<file path="config.mk">
export PLATFORM = sky130hd
export DESIGN_NAME = mse_level_cell
export DESIGN_NICKNAME = d
export VERILOG_FILES = /design/src/hw/rtl/mse_pkg.sv /design/src/hw/rtl/mse_level_cell.sv
export SDC_FILE = /design/constraint.sdc
export NUM_CORES = 1
export LEC_CHECK = 0
export BUFFER_PORTS_ARGS = -buffer_cell sky130_fd_sc_hd__buf_2
export CORE_ASPECT_RATIO = 0.7
export CORE_MARGIN = 5
export CORE_UTILIZATION = 50
export DETAILED_ROUTE_END_ITERATION = 7
export PLACE_DENSITY = 0.78
export SKIP_LAST_GASP = 1
export SLEW_MARGIN = 15
export SYNTH_ARGS = -nofsm -noshare
export SYNTH_HDL_FRONTEND = slang
export SYNTH_SLANG_ARGS = --single-unit
</file>
<file path="constraint.sdc">
create_clock -name clk -period 21.1 [get_ports clk]
set_input_delay 4.22 -clock clk [delete_from_list [all_inputs] [get_ports clk]]
set_output_delay 4.22 -clock clk [all_outputs]
set_load 0.01 [all_outputs]
</file>
<file path="src/hw/rtl/mse_pkg.sv">
// ----------------------------------------------------------------------------
// mse_pkg
// Shared widths, constants and the result record that travels down the
// cell chain of the sponge distance estimator.
// ----------------------------------------------------------------------------
package mse_pkg;

  localparam int COORD_W = 32;  // input coordinate width, signed
  localparam int DIST_W  = 31;  // distance width, unsigned
  localparam int LVL_W   = 3;   // holds a level number up to 7
  localparam int AXES    = 3;

  localparam logic [DIST_W-1:0] DIST_MAX = {DIST_W{1'b1}};

  // floor(x / 3) == (x * RECIP3) >> 33 for every 32-bit x
  localparam logic [31:0] RECIP3     = 32'hAAAA_AAAB;
  localparam int          RECIP3_SHR = 33;

  // Result record handed from cell to cell.
  // done      : an outcome is settled (outside the cube or in a hole)
  // shift_cnt : divisions by three still owed on dist_val
  // dist_val  : distance, or hole wall before the divisions
  typedef struct packed {
    logic              done;
    logic [LVL_W-1:0]  shift_cnt;
    logic [DIST_W-1:0] dist_val;
  } mse_res_t;

endpackage

</file>
<file path="src/hw/rtl/mse_level_cell.sv">
// ----------------------------------------------------------------------------
// mse_level_cell
// One subdivision level: triple each axis residue, read the base-3 digit,
// and settle the point if two or more axes sit inside the middle third.
// ----------------------------------------------------------------------------
module mse_level_cell #(
  parameter int FRAC_BITS = 24,
  parameter int LEVEL     = 1
) (
  input  logic                                      clk,
  input  logic                                      rst,
  input  logic                                      in_valid,
  output logic                                      in_ready,
  input  mse_pkg::mse_res_t                         in_res,
  input  logic [mse_pkg::AXES-1:0][FRAC_BITS-1:0]   in_rem,
  output logic                                      out_valid,
  input  logic                                      out_ready,
  output mse_pkg::mse_res_t                         out_res,
  output logic [mse_pkg::AXES-1:0][FRAC_BITS-1:0]   out_rem
);
  import mse_pkg::*;

  localparam logic [LVL_W-1:0] LEVEL_CODE = LVL_W'(LEVEL);

  logic [AXES-1:0][FRAC_BITS+1:0] tri3;
  logic [AXES-1:0][FRAC_BITS-1:0] rem_next;
  logic [AXES-1:0][FRAC_BITS-1:0] far_wall;
  logic [AXES-1:0][FRAC_BITS-1:0] near_wall;
  logic [AXES-1:0]                hole;
  logic [FRAC_BITS-1:0]           wall;
  logic                           in_hole;
  mse_res_t                       res_next;

  always_comb begin
    for (int i = 0; i < AXES; i++) begin
      // 3r = 2r + r; top two bits are the digit, the rest the next residue
      tri3[i]      = {1'b0, in_rem[i], 1'b0} + {2'b00, in_rem[i]};
      rem_next[i]  = tri3[i][FRAC_BITS-1:0];
      hole[i]      = (tri3[i][FRAC_BITS+1:FRAC_BITS] == 2'd1) && (rem_next[i] != '0);
      far_wall[i]  = '0 - rem_next[i];
      near_wall[i] = (rem_next[i] < far_wall[i]) ? rem_next[i] : far_wall[i];
    end
  end

  always_comb begin
    wall = '1;
    for (int i = 0; i < AXES; i++) begin
      if (hole[i] && (near_wall[i] < wall)) begin
        wall = near_wall[i];
      end
    end
  end

  assign in_hole = (hole[0] & hole[1]) | (hole[0] & hole[2]) | (hole[1] & hole[2]);

  always_comb begin
    res_next = in_res;
    if (!in_res.done && in_hole) begin
      res_next.done      = 1'b1;
      res_next.shift_cnt = LEVEL_CODE;
      res_next.dist_val  = DIST_W'(wall);
    end
  end

  assign in_ready = ~out_valid | out_ready;

  always_ff @(posedge clk) begin
    if (rst) begin
      out_valid <= 1'b0;
    end else if (in_ready) begin
      out_valid <= in_valid;
    end
  end

  always_ff @(posedge clk) begin
    if (in_valid && in_ready) begin
      out_res <= res_next;
      out_rem <= rem_next;
    end
  end

endmodule

</file>
==> run summary, run 1 <==
Top cells by area, synth - edfxtp_1, ha_1, a21oi_1, nor2_1, a21o_1
Wire per inst - 18.9 um
Register area share after synthesis - 26.7%
Gate Count Post-Synth - 1394
Largest net degree at the start of global routing - 70
Setup Viol. Count Final - 0
Die Height - 140 um
Vias per cell - 6.07
Post-Syn Nets - 1666
Post-synth EDFFs - 107
Clk buf depth - 2
Crit path top cell by count - a21o_1
Crit-path slowest cell - or4b_2
Worst R2R Start - out_valid
WP data arrival - 15.56 ns
Drt pass-1 iters - 6
First DRT Iteration DRCs - 1005
Hold path start - out_valid
Syn. warnings - 0
Max-cap viol count - 0
Layout area overhead - 14.1%
RSZ-0062 raised after global routing - false
Die X - 196 um
Util after Layout - 58.2%
Starting Density - 51.0%
Vias after detailed routing - 11600
Post-Syn Area - 0.0121 mm^2
Remaining DRCs - 0
Synth area leader - edfxtp_1
Endpoints failing hold - 0
R2r worst-path depth - 3
Seq cells post-synth - 108
Final Max Slew Viols - 0
Flop-to-flop setup slack - 18.91 ns
Tmin final - 15.44 ns
Top_reg_cell synth - edfxtp_1
Skew final - 0.00912 ns
Worst-margin pin slew - 1.06 ns
First-pass GRT wire length - 57200 um
Max IR drop VDD - 0.0482 mV
Ports - 220
Gr usage total - 25.3%
Vias in the first global route - 10700
Synth cell types - 84
Clock transition at path regs - 0.08 ns
Critical Path RT - 21.22 ns
CTS tree - yes
Placer Congestion - 0.968
CP startpoint kind - primary input
Setup CP Type - primary input to flip-flop
Worst-Skew Late Latency - 0.37 ns
Post-synth top cells - ha_1, nor2_1, edfxtp_1
Ratio of cells with drive above 1 in the final layout - 19.3%
Cts hold-fix bufs - 0
Pwr/cell area - 75.7 mW/mm^2
Hold Path Class - flip-flop to flip-flop
Cts bufs inserted - 9
PortBufs - 219
Worst hold path stage count - 2
Most common cell in the netlist - ha_1
Nets - 1859
Area share of the largest cell type after synthesis - 26.6%
DP Wirelength - 29200 um
Final antenna-violating net count - 0
Initial antenna violation count - 3
P_leak - 6.01 nW
Die ar. - 0.0274 mm^2
Reg2reg end - out_rem[42]
FP Rows - 47
Relative slew slack - 29.1%
Fmax achieved - 64.8 MHz
Core area - 0.0237 mm^2
Setup TNS - 0 ns
Setup crit end kind - flip-flop
Worst-path maximum fanout - 41
Root buf cell - clkbuf_16
CP peak stage delay - 0.62 ns
Outcome - complete, no violations
Post-CTS Resized - 0
Drt total wl - 36100 um
Total gr overflow - 0
Clk sinks - 108
Mean Syn Cell Area - 8.67 um^2
Setup Fix Bufs, Post-CTS - 0
CTS HTree Levels - 3
Fraction of the cycle the final worst path needs - 73.2%
Hold Path End - out_valid
FILL cells - 2175
Fraction of registers with async set/reset - 0%
-- area by class of cell --
class	count	area [um^2]	area share (%)
clock inverters	7	83.8	0.608
diodes	1	2.50	0.0181
inverters	62	233	1.69
clock buffers	9	225	1.63
multi-input cells	1177	8450	61.2
repair buffers	229	1170	8.49
well taps	318	398	2.88
flip-flops and latches	108	3230	23.4
-- report_power, final --
part | total, mW | internal (mW) | switching, mW
Clock | 0.184 | 0.0944 | 0.0898
Combinational | 0.579 | 0.225 | 0.354
Sequential | 0.281 | 0.273 | 0.00778
-- logic make-up (layout without fill, tap and decap cells) --
family,count (synthesis),after routing,share of synthesized area [%]
xor gates and xnor gates,75,75,5.43
adders and majority gates,161,161,16.8
AOI/OAI and AO/OA,392,392,22.2
other,0,1,0
and+or+nand+nor,515,515,22.0
muxes,34,34,3.15
DFF,108,108,26.7
buffers and inverters,109,307,3.55
-- sequential cells by signal, indices dropped and copies added, names as in the netlist --
name / cells
out_rem: 72
out_res: 35
out_valid: 1
-- per-layer routing --
layer / track usage (%) / up-vias / share of wire [%] / routed length (um)
li1: - / 5670 / - / -
met1: 38.2 / 5415 / 49 / 17500
met4: 5.25 / 4 / 1.8 / 643
met5: 0 / - / 0.058 / 21
met3: 5.09 / 46 / 8.5 / 3070
met2: 37.4 / 470 / 41 / 14800
-- worst max path at each step --
| stage | start | end | slack, ns | depth (start not counted) |
|---|---|---|---|---|
| final | in_rem[24] | out_res[16] | 5.66 | 48 |
| after global routing | in_rem[0] | out_res[16] | 4.96 | 52 |
| after CTS | in_rem[24] | out_res[16] | 5.79 | 48 |
| after detailed placement | in_rem[24] | out_res[16] | 5.47 | 48 |
| after global placement | in_rem[24] | out_res[16] | 5.92 | 48 |
| after floorplan | in_rem[24] | out_res[0] | 7.33 | 47 |
-- cell usage in the layout, fill, tap and decap left out, types with 17 or more instances in the layout --
cell	instances
edfxtp_1	107
inv_1	62
or3_1	25
nand3_1	42
nor2_1	122
o21ai_0	65
ha_1	158
xor2_1	32
nand2_1	101
nand2b_1	22
mux2_2	19
buf_2	219
and2_1	32
a21oi_1	92
o21a_1	19
xnor2_1	43
nand4_1	25
o211ai_1	17
nor3_1	45
a21o_1	51
-- per-stage QoR --
stage / hold slack [ns] / total power, mW / cells / worst slack, ns / cell area, um^2
after global routing: 0.579 / 1.12 / 1911 / 4.96 / 13800
after detailed placement: 0.528 / 0.852 / 1894 / 5.47 / 13500
final: 0.536 / 1.04 / 1911 / 5.66 / 13800
after floorplan: 0.593 / 0.688 / 1394 / 7.33 / 12100
after global placement: 0.503 / 0.841 / 1894 / 5.92 / 13500
after CTS: 0.540 / 1.04 / 1910 / 5.79 / 13800
-- worst max-delay path, delay by kind of cell --
family	cells	cell delay, ns
AOI/OAI and AO/OA	23	4.80
and+or+nand+nor	13	3.32
muxes	2	0.59
buffers and inverters	4	0.98
xor gates and xnor gates	1	0.17
adders and majority gates	5	1.43
Note: power is estimated with default switching activity, not from simulation.
==> run 2, diff against run 1 <==
Settings changed: PLACE_DENSITY 0.78 to 0.81.
Clock period 21.1 ns to 13.2 ns, I/O delays scaled along.
==> run 2 against run 1 <==
  * Via count rose by 1.5%
  * Sequential power grew 60%
  * Register-to-register slack worse by 7.9 ns
  * Clock skew is 0.0042 ns higher
  * Sequential share of layout area is 0.21 points lower
  * Core utilization grew 0.52 points
  * Critical path type unchanged
  * Wire length hardly changed
==> run summary, run 2 (synthesized netlist as in run 1, its figures left out) <==
Fmax achieved - 79.2 MHz
Max IR drop VDD - 0.0716 mV
Setup CP Type - primary input to flip-flop
Clock transition at path regs - 0.07 ns
Worst setup path start - in_rem[24]
Worst R2R Start - out_valid
Layout area overhead - 15.1%
Critical Path RT - 13.31 ns
Max reg flops - 72
Area after DPL - 0.0136 mm^2
Final Instance Area - 0.0139 mm^2
RSZ-0062 raised after global routing - false
Setup Viol. Count Final - 0
Setup TNS - 0 ns
Worst-path maximum fanout - 11
P_leak - 6.07 nW
Delay-heaviest family, CP - compound AO/OA/AOI/OAI gates
WP data arrival - 12.73 ns
Placed cell count - 1905
Gr usage total - 25.0%
CTS HTree Levels - 3
Drt pass-1 iters - 8
Util after Layout - 58.7%
Total gr overflow - 0
Tmin final - 12.62 ns
FILL cells - 2157
Setup crit end kind - flip-flop
Vias in the first global route - 10600
Ratio of cells with drive above 1 in the final layout - 20.1%
Drt total wl - 36100 um
PortBufs - 219
Most common cell after layout, fill and taps aside - buf_2
Ports - 220
Core area - 0.0237 mm^2
Finished Layout Cells - 1925
Crit path top cell by count - a21o_1
Relative slew slack - 26.2%
Die ar. - 0.0274 mm^2
Vias after detailed routing - 11800
Hold Path Class - flip-flop to flip-flop
Cts bufs inserted - 9
Worst-margin pin slew - 1.10 ns
Die X - 196 um
Root buf cell - clkbuf_16
Final Max Slew Viols - 0
Initial antenna violation count - 3
Starting Density - 51.0%
Outcome - complete, no violations
Remaining DRCs - 0
Crit-path slowest cell - or4b_2
Flop-to-flop setup slack - 11.02 ns
Biggest regs - out_rem: 72 flops, out_res: 35 flops, out_valid: 1 flops
Fraction of the cycle the final worst path needs - 95.6%
Crit path buf inv count - 3
Nets - 1873
Wire per inst - 18.7 um
Clk sinks - 108
CTS tree - yes
Final antenna-violating net count - 0
Clk buf depth - 2
Worst-Skew Late Latency - 0.38 ns
Placer Congestion - 0.973
First DRT Iteration DRCs - 961
CP startpoint kind - primary input
Skew final - 0.0133 ns
First-pass GRT wire length - 56100 um
Cts hold-fix bufs - 0
Most frequent cells in the layout - buf_2, ha_1, nor2_1
FP Rows - 47
Largest register by flop count - out_rem
Largest net degree at the start of global routing - 70
Hold path start - out_valid
Pwr/cell area - 120 mW/mm^2
DP Wirelength - 29200 um
Die Height - 140 um
Vias per cell - 6.12
Endpoints failing hold - 0
Max-cap viol count - 0
Total power - 1.67 mW
CP peak stage delay - 0.63 ns
==> run 2: cell types whose count changed in the layout (fill, tap and decap cells not counted), sizes merged <==
| cell | change |
|---|---|
| clkinv | -3 |
| buf | +14 |
| clkinvlp | +2 |
| bufinv | -1 |
| clkbuf | +2 |
==> run 2: where the power goes <==
part	leakage (nW)	internal [mW]	switching (mW)
clock network	0.139	0.141	0.142
logic	4.89	0.372	0.566
registers	1.04	0.437	0.0119
total	6.07	0.949	0.720
==> run 2: layout make-up <==
| type | count | area, um^2 | area share, % |
|---|---|---|---|
| Antenna cell | 1 | 2.50 | 0.0180 |
| Tap cell | 318 | 398 | 2.86 |
| Timing Repair Buffer | 243 | 1290 | 9.26 |
| Sequential cell | 108 | 3230 | 23.2 |
| Clock buffer | 11 | 253 | 1.82 |
| Multi-Input combinational cell | 1177 | 8470 | 60.9 |
| Clock inverter | 5 | 41.3 | 0.297 |
| Inverter | 62 | 233 | 1.67 |
==> run 2: worst min-delay path: stages (launching register included) <==
cell and delay [ns]:
dfxtp_1 0.31, nand2b_1 0.10, a21oi_1 0.08
==> run 2: what timing repair did <==
action	in CTS	in global routing
buffers inserted	0	3
gates resized for setup	0	3
endpoints found under the setup margin	0	22
==> run 2: layer usage <==
layer	routed length [um]	track usage, %
met5	14	0
met4	689	5.58
met3	3110	5.47
met2	15000	37.2
met1	17300	37.1
==> run 2: per-stage QoR <==
step           setup slack (ns)  hold WS (ns)
3_5_place_dp              0.141         0.520
6_report                  0.581         0.526
5_1_grt                  0.0443         0.569
3_3_place_gp              0.387         0.501
4_1_cts                   0.534         0.535
2_1_floorplan              1.01         0.593
==> run 2: final timing paths <==
kind              depth (start not counted)     endpoint
hold / removal                            2    out_valid
setup reg to reg                          3  out_rem[71]
setup / recovery                         45  out_res[14]
hold reg to reg                           2    out_valid
==> run 3, diff against run 2 <==
Settings changed: CELL_PAD_IN_SITES_DETAIL_PLACEMENT set to 0, CELL_PAD_IN_SITES_GLOBAL_PLACEMENT set to 2, CORE_UTILIZATION 50 to 31, PLACE_DENSITY 0.81 to 0.83.
==> run 3 against run 2 <==
  * Non-clock buffer count grew 11
  * Final cell count grew 11%
  * Design area grew 2.7%
  * Count of clock-buffer cells in the layout shrank 2
  * Sequential share of layout area shrank 0.60 points
  * Combinational power grew 3.1%
  * Via count shrank 3.4%
==> run summary, run 3 (synthesized netlist as in run 1, its figures left out) <==
Root buf cell - clkbuf_16
Biggest regs - out_rem: 72 flops, out_res: 35 flops, out_valid: 1 flops
Reg power frac - 26.2%
Starting Density - 31.5%
Cts hold-fix bufs - 0
Core area - 0.0384 mm^2
Largest register by flop count - out_rem
CTS HTree Levels - 3
Gr usage total - 18.4%
Die X - 246 um
Hold Path Class - flip-flop to flip-flop
Clock transition at path regs - 0.10 ns
Most frequent cells in the layout - buf_2, ha_1, nor2_1
Ports - 220
First DRT Iteration DRCs - 766
Die ar. - 0.0431 mm^2
RSZ-0062 raised after global routing - false
Critical Path RT - 13.36 ns
Worst-path maximum fanout - 9
Final antenna-violating net count - 0
Cts bufs inserted - 9
Combinational power share - 56.2%
Setup TNS - 0 ns
Tmin final - 12.44 ns
Antenna cells - 0
Outcome - complete, no violations
Worst-Skew Late Latency - 0.39 ns
GRT Max-Usage Layer - met1
Met2 Use GR - 27.8%
Vias after detailed routing - 11400
Max-cap viol count - 0
Worst-margin pin slew - 0.901 ns
Clock power frac - 17.6%
Total gr overflow - 0
Delay-heaviest family, CP - compound AO/OA/AOI/OAI gates
Grt met3 use - 2.98%
Setup Viol. Count Final - 0
Wire per inst - 19.0 um
Most common cell after layout, fill and taps aside - buf_2
Nets - 1884
Die Height - 175 um
FP Rows - 60
Pint - 0.960 mW
Endpoints failing hold - 0
First-pass GRT wire length - 63000 um
Switching share of power - 44.3%
Pwr/cell area - 120 mW/mm^2
Max reg flops - 72
P_leak - 6.15 nW
Setup CP Type - primary input to flip-flop
Clk sinks - 108
Largest net degree at the start of global routing - 64
GR Util met1 - 28.0%
Fmax achieved - 80.4 MHz
Fraction of the cycle the final worst path needs - 94.3%
CP startpoint kind - primary input
Worst hold path stage count - 2
Layout area overhead - 18.2%
CTS tree - yes
Switch Pwr - 0.762 mW
Max IR drop VDD - 0.0679 mV
Placer Congestion - 0.893
CP peak stage delay - 0.63 ns
FILL cells - 4044
Util after Layout - 37.2%
Final Max Slew Viols - 0
Skew final - 0.0178 ns
WP data arrival - 12.60 ns
Clk buf depth - 2
Initial antenna violation count - 0
R2r worst-path depth - 3
Crit path top cell by count - a21o_1
Drt pass-1 iters - 7
Relative slew slack - 39.9%
Ratio of cells with drive above 1 in the final layout - 20.7%
Vias in the first global route - 10900
DP Wirelength - 33500 um
Setup crit end kind - flip-flop
Drt total wl - 40700 um
PortBufs - 219
Remaining DRCs - 0
Crit path buf inv count - 4
CP Depth - 45
Vias per cell - 5.31
Crit-path slowest cell - or4b_2
==> run 3: cell count changes in the layout (fill, tap and decap cells not counted), moves of 2 or more <==
cell | previous run | this run
buf_4 | 23 | 33
clkinvlp_4 | 2 | 0
inv_8 | 0 | 3
clkinv_8 | 0 | 3
clkbuf_8 | 2 | 0
==> run 3: worst paths after layout <==
| path | slack, ns | start | endpoint |
|---|---|---|---|
| min | 0.53 | out_valid | out_valid |
| max | 0.76 | in_rem[24] | out_res[0] |
| max reg2reg | 10.93 | out_valid | out_rem[42] |
| min reg2reg | 0.53 | out_valid | out_valid |
==> run 3: area by class of cell <==
type	count	area [um^2]	share of cell area [%]
Clock buffer	9	225	1.58
Timing Repair Buffer	254	1380	9.68
Tap cell	527	659	4.61
Clock inverter	7	91.3	0.639
Multi-Input combinational cell	1177	8460	59.2
Inverter	62	233	1.63
Sequential cell	108	3230	22.6
==> run 3: timing repair <==
action	in CTS	in global routing
buffers inserted	0	1
setup endpoints to repair	0	24
gates resized for setup	0	2
==> run 3: layer usage <==
| metal | part of all wire (%) | routed length [um] | up-vias |
|---|---|---|---|
| met5 | 0 | 0 | - |
| met4 | 0.75 | 306 | 0 |
| met3 | 5.2 | 2100 | 17 |
| met2 | 42 | 17200 | 276 |
| met1 | 52 | 21100 | 5374 |
| li1 | - | - | 5716 |
==> run 3: power by group through the flow <==
| stage | combinational (mW) | sequential [mW] | clock (mW) |
|---|---|---|---|
| 2_1_floorplan | 0.621 | 0.479 | 0 |
| 3_3_place_gp | 0.955 | 0.460 | 0 |
| 3_5_place_dp | 0.954 | 0.460 | 0 |
| 4_1_cts | 0.961 | 0.453 | 0.317 |
| 5_1_grt | 1.08 | 0.455 | 0.328 |
| 6_report | 0.967 | 0.451 | 0.304 |
==> run 3: through the flow <==
step                      cell area, um^2  cells  power (mW)  worst slack (ns)  hold WS (ns)
after global placement              14000   2127        1.41             0.428         0.506
after floorplan                     12100   1394        1.10              1.01         0.593
final                               14300   2144        1.72             0.759         0.535
after CTS                           14300   2143        1.73             0.618         0.540
after detailed placement            14000   2127        1.41             0.185         0.525
after global routing                14300   2144        1.86            0.0548         0.564
==> run 3: worst min-delay path, delay by kind of cell (launching register included) <==
family	cells	cell delay, ns
flops	1	0.31
simple gates	1	0.11
compound gates	1	0.08
